### config.mk
export PLATFORM = sky130hd
export DESIGN_NAME = dtd_ctrl
export DESIGN_NICKNAME = d
export VERILOG_FILES = /design/src/rtl/core/duplicate_triangle_detector_core_defines.svh /design/src/rtl/core/dtd_pkg.sv /design/src/rtl/core/dtd_ctrl.sv
export SDC_FILE = /design/constraint.sdc
export NUM_CORES = 1
export LEC_CHECK = 0
export BUFFER_PORTS_ARGS = -buffer_cell sky130_fd_sc_hd__buf_2
export CAP_MARGIN = 20
export CORE_AREA = 2 2 39 41
export CTS_BUF_LIST = sky130_fd_sc_hd__clkbuf_8
export DETAILED_ROUTE_END_ITERATION = 12
export DIE_AREA = 0 0 41 43
export GPL_TIMING_DRIVEN = 0
export HOLD_SLACK_MARGIN = 0.08
export PLACE_DENSITY = 0.32
export SLEW_MARGIN = 0
export SYNTH_ARGS = -nofsm -noshare
export SYNTH_HDL_FRONTEND = slang
export SYNTH_SLANG_ARGS = --single-unit
### constraint.sdc
create_clock -name clk -period 4 [get_ports clk]
set_input_delay 0.2 -clock clk [delete_from_list [all_inputs] [get_ports clk]]
set_output_delay 0.2 -clock clk [all_outputs]
set_load 0.005 [all_outputs]
### src/rtl/core/duplicate_triangle_detector_core_defines.svh
// assertion macros for the duplicate triangle detector core
// used by duplicate_triangle_detector_core.sv, which must provide clk and rst_n
`ifndef DUPLICATE_TRIANGLE_DETECTOR_CORE_DEFINES_SVH
`define DUPLICATE_TRIANGLE_DETECTOR_CORE_DEFINES_SVH

// same-cycle implication
`define DTD_ASSERT_IMP(lbl, ante, cons) \
    lbl: assert property (@(posedge clk) disable iff (!rst_n) (ante) |-> (cons)) \
        else $error("dtd assertion failed");

// next-cycle implication
`define DTD_ASSERT_NEXT(lbl, ante, cons) \
    lbl: assert property (@(posedge clk) disable iff (!rst_n) (ante) |=> (cons)) \
        else $error("dtd assertion failed");

`endif

### src/rtl/core/dtd_pkg.sv
// shared types and constants for the duplicate triangle detector
// no dependencies
`default_nettype none

package dtd_pkg;

    localparam int MAX_FACES  = 1024;
    localparam int INDEX_BITS = 24;
    localparam int ADDR_BITS  = (MAX_FACES > 1) ? $clog2(MAX_FACES) : 1;
    localparam int COUNT_BITS = $clog2(MAX_FACES + 1);
    localparam int KEY_BITS   = 3 * INDEX_BITS;

    typedef logic [INDEX_BITS-1:0] index_t;
    typedef logic [KEY_BITS-1:0]   key_t;
    typedef logic [COUNT_BITS-1:0] count_t;
    typedef logic [ADDR_BITS-1:0]  addr_t;

    typedef struct packed {
        index_t corner_a;
        index_t corner_b;
        index_t corner_c;
        logic   starts_mesh;
    } face_in_t;

    typedef struct packed {
        logic face_repeats;
        logic mesh_has_repeat;
        logic store_overflowed;
    } face_out_t;

    typedef enum logic [1:0] {
        ST_IDLE,
        ST_SCAN,
        ST_UPDATE,
        ST_EMIT
    } state_t;

    typedef struct packed {
        logic accept;
        logic scan;
        logic update;
        logic emit;
    } dp_cmd_t;

    typedef struct packed {
        logic hit;
        logic scan_end;
        logic out_busy;
    } dp_sts_t;

endpackage

`default_nettype wire

### src/rtl/core/dtd_ctrl.sv
// sequencing state machine for the duplicate triangle detector
// depends on dtd_pkg
`default_nettype none

module dtd_ctrl
    import dtd_pkg::*;
(
    input  wire logic    clk,
    input  wire logic    rst_n,
    input  wire logic    face_valid,
    output logic         face_stall,
    input  wire dp_sts_t sts,
    output dp_cmd_t      cmd
);

    state_t state_reg;
    state_t state_next;

    always_comb
    begin
        state_next = state_reg;
        case (state_reg)
            ST_IDLE:
            begin
                if (face_valid)
                begin
                    state_next = ST_SCAN;
                end
            end
            ST_SCAN:
            begin
                if (sts.hit || sts.scan_end)
                begin
                    state_next = ST_UPDATE;
                end
            end
            ST_UPDATE:
            begin
                state_next = ST_EMIT;
            end
            ST_EMIT:
            begin
                if (!sts.out_busy)
                begin
                    state_next = ST_IDLE;
                end
            end
            default:
            begin
                state_next = ST_IDLE;
            end
        endcase
    end

    always_comb
    begin
        cmd        = '0;
        face_stall = 1'b1;
        case (state_reg)
            ST_IDLE:
            begin
                face_stall = 1'b0;
                cmd.accept = face_valid;
            end
            ST_SCAN:
            begin
                cmd.scan = 1'b1;
            end
            ST_UPDATE:
            begin
                cmd.update = 1'b1;
            end
            ST_EMIT:
            begin
                cmd.emit = !sts.out_busy;
            end
            default:
            begin
                cmd = '0;
            end
        endcase
    end

    always_ff @(posedge clk or negedge rst_n)
    begin
        if (!rst_n)
        begin
            state_reg <= ST_IDLE;
        end
        else
        begin
            state_reg <= state_next;
        end
    end

endmodule

`default_nettype wire

==> summary.md, run 1 <==
| Metric | Value |
|---|---|
| Mapped Area | `roughly 210 um2` |
| Worst R2R Start | `state_reg[1]` |
| Leading register cell type out of synthesis | `dfrtp_1` |
| Crit end category | `flip-flop` |
| Wire length per cell | `between 8 and 9 um` |
| Total die area | `roughly 1800 um2` |
| Grt ovf | `0` |
| Fin worst setup slack | `around 2.6 ns` |
| Chip height | `~43 um` |
| Worst VDD drop | `between 0.0002 and 0.0003 V` |
| First-pass GRT wire length | `614 um` |
| Tot Pwr | `roughly 260 uW` |
| PwrDens | `slightly below 800 nW/um2` |
| Number of synthesized flops with an enable pin | `0` |
| CTS tree | `yes` |
| Cell at the slowest stage of the critical path | `dfrtp_1` |
| Max Root-Sink Buffers | `2` |
| Ys async rst share | `1.00` |
| Area delta synth->final | `58.1%` |
| Crit path time final | `about 1.4 ns` |
| Hold Crit Class | `in -> async` |
| Vias in the first global route | `between 150 and 200` |
| Yosys top cell area share | `0.299` |
| Mapped Avg Cell Area | `approximately 12 um2` |
| Comb pwr share | `0.530` |
| Hold Slack | `between 0.3 and 0.4 ns` |
| Buffers on Ports | `10` |
| Worst R2R Setup Slack | `2.56 ns` |
| CP max stage delay | `between 0.3 and 0.4 ns` |
| Post-Route WL | `approximately 420 um` |
| Largest net degree at the start of global routing | `5` |
| First-pass DRT Iterations | `2` |
| Fraction of layout instances using a drive strength above 1 | `0.531` |
| RSZ-0062 raised after global routing | `no` |
| Worst R2R Path Depth | `5` |
| Starting Density | `0.151` |
| Place WS | `2.54 ns` |
| Final setup violation count | `0` |
| GRT Total Usage | `0.0582` |
| Crit path buffers/inverters | `1` |
| Routability congestion estimate | `0.596` |
| Synth Register Bits | `2` |
| Post-Syn Nets | `29` |
| R2r endpoint | `state_reg[1]` |
| Sw frac | `0.343` |
| Max Cap Viol | `0` |
| Synth top area cells | `ha_1, dfrtp_1, o221ai_4` |
| N_diodes | `0` |
| LEAKAGE | `~0.17 nW` |
| Initial DRC Count | `2` |
| Sequential Power Share | `0.163` |
| Maximum fanout along the worst path | `4` |
| Syn Inst Count | `18` |
| CTS clk-pin slew, worst paths | `~0.030 ns` |
| Vias | `169` |
| WS Path Type | `reg -> reg` |
| CTS Buf Count | `3` |
| Distinct cells, synth | `12` |
| Initial antenna violation count | `0` |
| Sw Pwr | `87.4 uW` |
| Top delay family on crit path | `flip-flops` |
| Critical Path AT | `around 1.5 ns` |
| H-tree depth | `1` |
| Largest register FFs | `2` |
| Measured slew at the worst slew-check pin | `approximately 0.21 ns` |
| Post-cts sizing count | `0` |
| Sequential element share of the synthesized area | `0.240` |
| Crit path launch type | `flip-flop` |
| DRC viols | `0` |
| Final period util | `0.360` |
| Setup bufs post-CTS | `0` |
| Std cell rows | `14` |
| Area leader, netlist | `ha_1` |
| Pins Over Slew Limit | `0` |
| Hpwl dp | `339 um` |
| Clock share of power | `0.307` |
| Clock root buffer | `clkbuf_8` |
| F_max | `a little under 700 MHz` |
| Worst EP required | `approximately 4.1 ns` |
| Max-slew headroom | `0.858` |
| Post-Route Utilization | `0.239` |
| Worst skew pair latency | `approximately 0.21 ns` |
| Clock skew | `about 0.0016 ns` |
| Internal power | `between 150 and 200 uW` |
| Total Nets Final | `45` |
| Hold-fix buffers at CTS | `1` |
| Synth cell count leaders | `ha_1, dfrtp_1, inv_1` |
| Vias per Instance | `3.52` |
| Most common cell in the netlist | `ha_1` |
| Core Area | `around 1400 um2` |
| Post-DRT Antenna Nets | `0` |
| Run status | `finished, final reports clean` |
| Setup_tns | `0 ns` |
| Syn. warnings | `0` |
| Clock sink total | `2` |
| I/O pins | `11` |
| Chip Width | `41 um` |
| Ordered list of cells on the worst path | `inv_1 > ha_1 > nand2b_4 > o221ai_4 > mux2_4` |
| Hold Fails Final Rpt | `0` |
## worst max-delay path by stage
stage / start / endpoint / slack [ns] / cells after the start
2_1_floorplan: state_reg[1] / state_reg[1] / 2.62 / 5
3_3_place_gp: state_reg[1] / state_reg[1] / 2.55 / 5
3_5_place_dp: state_reg[1] / state_reg[1] / 2.54 / 5
4_1_cts: state_reg[1] / state_reg[1] / 2.53 / 5
5_1_grt: state_reg[0] / state_reg[1] / 2.48 / 5
6_report: state_reg[1] / state_reg[1] / 2.56 / 5
## worst register-to-register path, cell delays in order (launching register included)
cell	delay, ns
dfrtp_1	0.39
inv_1	0.11
ha_1	0.22
nand2b_4	0.07
o221ai_4	0.20
mux2_4	0.32
## layout make-up
cell class                      count  area (um2)
Inverter                            3        11.3
Fill cell                         153        1050
Clock buffer                        3        41.3
Multi-Input combinational cell     13         148
Timing Repair Buffer               11        60.1
Sequential cell                     2        50.0
Tap cell                           16        20.0
## placed cells by master, fill, tap and decap left out
| master | synthesis | final |
|---|---|---|
| mux2_4 | 1 | 1 |
| ha_1 | 5 | 5 |
| nand2b_4 | 1 | 1 |
| and2_1 | 1 | 1 |
| inv_1 | 2 | 2 |
| inv_2 | 1 | 1 |
| nand2_1 | 1 | 1 |
| clkbuf_8 | 0 | 3 |
| buf_2 | 0 | 10 |
| mux2i_1 | 1 | 1 |
| o221ai_4 | 1 | 1 |
| dlygate4sd3_1 | 0 | 1 |
| dfrtp_1 | 2 | 2 |
| nor2b_1 | 1 | 1 |
| nor2_1 | 1 | 1 |
## routing by layer
metal,GRT usage,up-vias,routed length [um]
li1,-,87,-
met1,0.0481,75,150
met2,0.0875,7,222
met3,0.0157,0,43
met4,0.0800,0,0
met5,0,-,0
## cells by family (layout without fill, tap and decap cells)
| group | count (synthesis) | after routing | synth area share |
|---|---|---|---|
| adder cells (fa/ha/maj) | 5 | 5 | 0.299 |
| AND/OR/NAND/NOR | 5 | 5 | 0.162 |
| multiplexers | 2 | 2 | 0.120 |
| buffers and inverters | 3 | 17 | 0.0539 |
| AO/OA/AOI/OAI | 1 | 1 | 0.126 |
| flip-flops | 2 | 2 | 0.240 |
## power groups by stage
stage / clock network [mW] / logic [mW] / registers, mW
floorplan: 0 / 0.100 / 0.0401
global placement: 0 / 0.136 / 0.0430
detailed placement: 0 / 0.137 / 0.0425
CTS: 0.0821 / 0.140 / 0.0422
global route: 0.0836 / 0.154 / 0.0436
finish: 0.0783 / 0.135 / 0.0416
## through the flow
step                area, um2  instances
finish                    330         48
global route              330         48
CTS                       330         48
detailed placement        279         44
global placement          279         44
floorplan                 209         18
(Power assumes the default switching activity.)
==> run 2: changes to the inputs <==
==> constraint.sdc (replaced) <==
create_clock -name clk -period 1.5 [get_ports clk]
set_input_delay 0.075 -clock clk [delete_from_list [all_inputs] [get_ports clk]]
set_output_delay 0.075 -clock clk [all_outputs]
set_load 0.005 [all_outputs]
==> run 2 against run 1 <==
Compared with the run above:
- register-to-register slack lost 2.5 ns
- total power grew to 2.7 times the previous value
- die area is the same
- non-clock buffer count is the same
- cell count is the same
- wire length shrank 0.72%
- via count shrank 1.2%
- clock skew is essentially flat
- flip-flop and latch count is the same
- critical endpoint unchanged
==> summary.md, run 2 (synthesis results as in run 1) <==
| Metric | Value |
|---|---|
| LEAKAGE | `0.172 nW` |
| Routability congestion estimate | `roughly 0.60` |
| CP endpoint | `state_reg[1]` |
| Worst EP required | `between 1.5 and 2 ns` |
| Vias | `167` |
| Clock skew | `~0.0016 ns` |
| Chip Width | `41 um` |
| Worst R2R Path Depth | `5` |
| Worst R2R Setup Slack | `slightly below 0.07 ns` |
| RSZ-0062 raised after global routing | `no` |
| Clock sink total | `2` |
| CP max stage delay | `0.40 ns` |
| Largest register FFs | `2` |
| Clock root buffer | `clkbuf_8` |
| N_diodes | `0` |
| First-pass DRT Iterations | `2` |
| Crit path launch type | `flip-flop` |
| WS Path Type | `reg -> reg` |
| Worst skew pair latency | `0.21 ns` |
| Worst setup startpoint | `state_reg[1]` |
| PwrDens | `2070 nW/um2` |
| Commonest non-fill, non-tap cells in the layout | `buf_2, ha_1, clkbuf_8` |
| DRC viols | `0` |
| Crit path time final | `approximately 1.4 ns` |
| Maximum fanout along the worst path | `4` |
| Setup_tns | `0 ns` |
| First-pass GRT wire length | `614 um` |
| Max-slew headroom | `0.858` |
| Critical Path AT | `roughly 1.5 ns` |
| Max Cap Viol | `0` |
| CTS clk-pin slew, worst paths | `~0.03 ns` |
| Largest net degree at the start of global routing | `5` |
| CTS tree | `yes` |
| Pins Over Slew Limit | `0` |
| Vias per Instance | `3.48` |
| Run status | `finished, final reports clean` |
| Worst R2R Start | `state_reg[1]` |
| Grt ovf | `0` |
| Std cell rows | `14` |
| Final setup violation count | `0` |
| Hold Crit Class | `in -> async` |
| GRT Total Usage | `0.0582` |
| Hold Fails Final Rpt | `0` |
| Final instance area | `333 um2` |
| Core Area | `around 1400 um2` |
| Initial DRC Count | `1` |
| Commonest non-fill, non-tap cell in the layout | `buf_2` |
| Buffers on Ports | `10` |
| Total die area | `between 1500 and 2000 um2` |
| Fraction of layout instances using a drive strength above 1 | `0.594` |
| Initial antenna violation count | `0` |
| Area delta synth->final | `59.3%` |
| Worst VDD drop | `about 0.00073 V` |
| Hpwl dp | `339 um` |
| Post-DRT Antenna Nets | `0` |
| Chip height | `about 43 um` |
| Starting Density | `0.151` |
| Fillers | `between 150 and 200` |
| R2r endpoint | `state_reg[1]` |
| Measured slew at the worst slew-check pin | `around 0.21 ns` |
| Wire length per cell | `between 8 and 9 um` |
| Post-Route WL | `~410 um` |
| Cell at the slowest stage of the critical path | `dfrtp_1` |
| H-tree depth | `1` |
| Crit end category | `flip-flop` |
| I/O pins | `11` |
| Final period util | `0.955` |
| Max Root-Sink Buffers | `2` |
| F_max | `about 700 MHz` |
| Area taken by multi-input logic gates | `roughly 150 um2` |
| DP Area | `around 280 um2` |
| Ordered list of cells on the worst path | `inv_1 > ha_2 > nand2b_4 > o221ai_4 > mux2_4` |
| CTS Buf Count | `3` |
| Vias in the first global route | `173` |
| Sequential Area | `50.0 um2` |
| Setup bufs post-CTS | `0` |
| Total Nets Final | `45` |
run 2: layer usage:
layer	wire, um	GRT usage
met5	0	0
met4	0	0.0800
met3	43	0.0157
met2	223	0.0875
met1	146	0.0481
run 2: worst min-delay path by stage:
stage	end	cells after the start	slack (ns)	start
after detailed placement	state_reg[1]	1	-0.14	rst_n
final	state_reg[0]	2	0.18	rst_n
after CTS	state_reg[0]	2	0.17	rst_n
after global routing	state_reg[0]	2	0.18	rst_n
after global placement	state_reg[0]	1	-0.14	rst_n
after floorplan	state_reg[0]	0	-0.22	rst_n
run 2: stage by stage:
stage	utilization	power [mW]	setup WS, ns	hold WS, ns	instances
2_1_floorplan	-	0.374	0.123	-0.221	18
3_3_place_gp	0.202	0.478	0.0502	-0.141	44
3_5_place_dp	0.202	0.480	0.0427	-0.138	44
4_1_cts	0.239	0.704	0.0341	0.172	48
5_1_grt	0.241	0.758	0.000833	0.176	48
6_report	0.241	0.688	0.0673	0.183	48
run 2: area by class of cell:
cell class / instances / share of cell area
Clock buffer: 3 / 0.124
Inverter: 3 / 0.0338
Multi-Input combinational cell: 13 / 0.451
Timing Repair Buffer: 11 / 0.180
Tap cell: 16 / 0.0602
Sequential cell: 2 / 0.150
run 2: worst max-delay path: cells and delay by family (launching register included):
kind                     cells  cell delay (ns)
buffers and inverters        1             0.12
AND/OR/NAND/NOR              1             0.06
multiplexers                 1             0.32
AO/OA/AOI/OAI                1             0.20
flip-flops                   1             0.40
adder cells (fa/ha/maj)      1             0.22
run 2: repair_timing:
item,4_1_cts,5_1_grt
resized for setup,0,2
hold buffers,1,0
setup endpoints to repair,0,1
hold endpoints to repair,2,0
run 2: report_power, final:
part	internal, mW	switching (mW)
clock	0.169	0.0393
sequential	0.0857	0.0284
combinational	0.196	0.169
==> run 3: changes to the inputs <==
--- a/config.mk
+++ b/config.mk
@@ -13,7 +13,6 @@
 export DIE_AREA = 0 0 41 43
 export GPL_TIMING_DRIVEN = 0
 export HOLD_SLACK_MARGIN = 0.08
-export PLACE_DENSITY = 0.32
 export SLEW_MARGIN = 0
 export SYNTH_ARGS = -nofsm -noshare
 export SYNTH_HDL_FRONTEND = slang
==> run 3 against run 2 <==
Compared with the run above:
- cell count did not move
- combinational power fell by 2%
- first-iteration DRC count fell by 100%
- register-to-register slack barely moved
- critical endpoint unchanged
- largest cell class unchanged
==> summary.md, run 3 (synthesis results as in run 1) <==
| Metric | Value |
|---|---|
| Hold Crit Class | `in -> async` |
| Max Cap Viol | `0` |
| Post-Route Utilization | `0.241` |
| Hold Fails Final Rpt | `0` |
| Chip Width | `slightly above 40 um` |
| I/O pins | `11` |
| Total die area | `1760 um2` |
| Measured slew at the worst slew-check pin | `roughly 0.21 ns` |
| Buffers on Ports | `10` |
| Vias | `173` |
| Internal power | `between 400 and 500 uW` |
| Maximum fanout along the worst path | `4` |
| Stages on worst setup path | `5` |
| CP max stage delay | `0.39 ns` |
| Tot Pwr | `approximately 680 uW` |
| Post-Route WL | `383 um` |
| Vias in the first global route | `160` |
| Hpwl dp | `321 um` |
| Sw Pwr | `roughly 230 uW` |
| Top delay family on crit path | `flip-flops` |
| DRC viols | `0` |
| Dpl cells | `44` |
| RSZ-0062 raised after global routing | `no` |
| Final period util | `0.946` |
| Cell at the slowest stage of the critical path | `dfrtp_1` |
| CTS clk-pin slew, worst paths | `around 0.03 ns` |
| Sw frac | `0.337` |
| First-pass GRT wire length | `roughly 590 um` |
| Wire length per cell | `7.98 um` |
| Crit end category | `flip-flop` |
| Sequential Power Share | `0.171` |
| Crit path buffers/inverters | `2` |
| Largest register FFs | `2` |
| Initial antenna violation count | `0` |
| F_max | `between 700 and 800 MHz` |
| Critical Path AT | `roughly 1.5 ns` |
| Total Nets Final | `45` |
| Setup_tns | `0 ns` |
| Post-DRT Antenna Nets | `0` |
| CTS Buf Count | `3` |
| Std cell rows | `14` |
| First-pass DRT Iterations | `1` |
| Comb pwr share | `0.524` |
| Starting Density | `0.151` |
| Commonest non-fill, non-tap cell in the layout | `buf_2` |
| Fraction of layout instances using a drive strength above 1 | `0.594` |
| Core Area | `1380 um2` |
| Grt ovf | `0` |
| Initial DRC Count | `0` |
| Worst EP required | `1.59 ns` |
| Max Root-Sink Buffers | `2` |
| LEAKAGE | `roughly 0.17 nW` |
| Max-slew headroom | `0.862` |
| Setup bufs post-CTS | `0` |
| Ordered list of cells on the worst path | `inv_1 > ha_1 > inv_2 > o221ai_4 > mux2_4` |
| Chip height | `43 um` |
| Final instance area | `~330 um2` |
| Largest net degree at the start of global routing | `5` |
| CTS tree | `yes` |
| Commonest non-fill, non-tap cells in the layout | `buf_2, ha_1, clkbuf_8` |
| Worst skew pair latency | `0.21 ns` |
| Final Instance Count excl. Fillers | `48` |
| Pins Over Slew Limit | `0` |
| GRT Total Usage | `0.0622` |
| Routability congestion estimate | `0.652` |
| H-tree depth | `1` |
| PwrDens | `between 2000 and 2500 nW/um2` |
| Crit path launch type | `flip-flop` |
| Clock share of power | `0.305` |
| Worst R2R Path Depth | `5` |
| Crit path time final | `1.42 ns` |
| N_diodes | `0` |
| Final setup violation count | `0` |
| WS Path Type | `reg -> reg` |
| DP Area | `between 200 and 300 um2` |
| Clock skew | `~0.0017 ns` |
| Run status | `finished, final reports clean` |
| Vias per Instance | `3.60` |
| Clock sink total | `2` |
| Worst VDD drop | `around 0.00051 V` |
| Clock root buffer | `clkbuf_8` |
| Area delta synth->final | `59.3%` |
## run 3: worst paths after layout
path / startpoint / to / slack, ns
min reg2reg: state_reg[1] / state_reg[1] / 0.60
max reg2reg: state_reg[0] / state_reg[1] / 0.08
min in group clk: sts[0] / state_reg[0] / 0.25
max: state_reg[0] / state_reg[1] / 0.08
max in group asynchronous: rst_n / state_reg[0] / 1.22
min: rst_n / state_reg[1] / 0.18
## run 3: worst register-to-register path, delay by kind of cell, from the launching register on
kind                     cells  cell delay [ns]
multiplexers                 1             0.32
AO/OA/AOI/OAI                1             0.22
adder cells (fa/ha/maj)      1             0.19
buffers and inverters        2             0.18
flip-flops                   1             0.39
## run 3: per-stage QoR
stage                     worst slack (ns)  hold slack, ns
after floorplan                      0.123          -0.221
after global placement              0.0754          -0.140
after detailed placement            0.0597          -0.138
after CTS                           0.0546           0.183
after global routing                0.0112           0.206
final                               0.0807           0.183
## run 3: layer usage
| metal | global-route usage | vias up | wire length, um |
|---|---|---|---|
| li1 | - | 89 | - |
| met1 | 0.0547 | 74 | 164 |
| met2 | 0.0656 | 8 | 166 |
| met3 | 0.0628 | 2 | 45 |
| met4 | 0.0800 | 0 | 7 |
| met5 | 0 | - | 0 |
## run 3: repair_timing
action,4_1_cts,5_1_grt
hold endpoints to repair,2,0
endpoints found under the setup margin,0,1
hold buffers,1,0
gates resized for setup,0,2
## run 3: area by class of cell
| type | count | area, um2 |
|---|---|---|
| well taps | 16 | 20.0 |
| repair buffers | 11 | 60.1 |
| multi-input cells | 13 | 150 |
| flip-flops and latches | 2 | 50.0 |
| fillers | 167 | 1050 |
| inverters | 3 | 11.3 |
| clock buffers | 3 | 41.3 |
## run 3: power groups by stage
stage	logic (mW)	registers, mW	clock network [mW]
floorplan	0.267	0.107	0
global placement	0.354	0.113	0
detailed placement	0.358	0.115	0
CTS	0.363	0.115	0.218
global route	0.404	0.123	0.229
finish	0.356	0.116	0.207
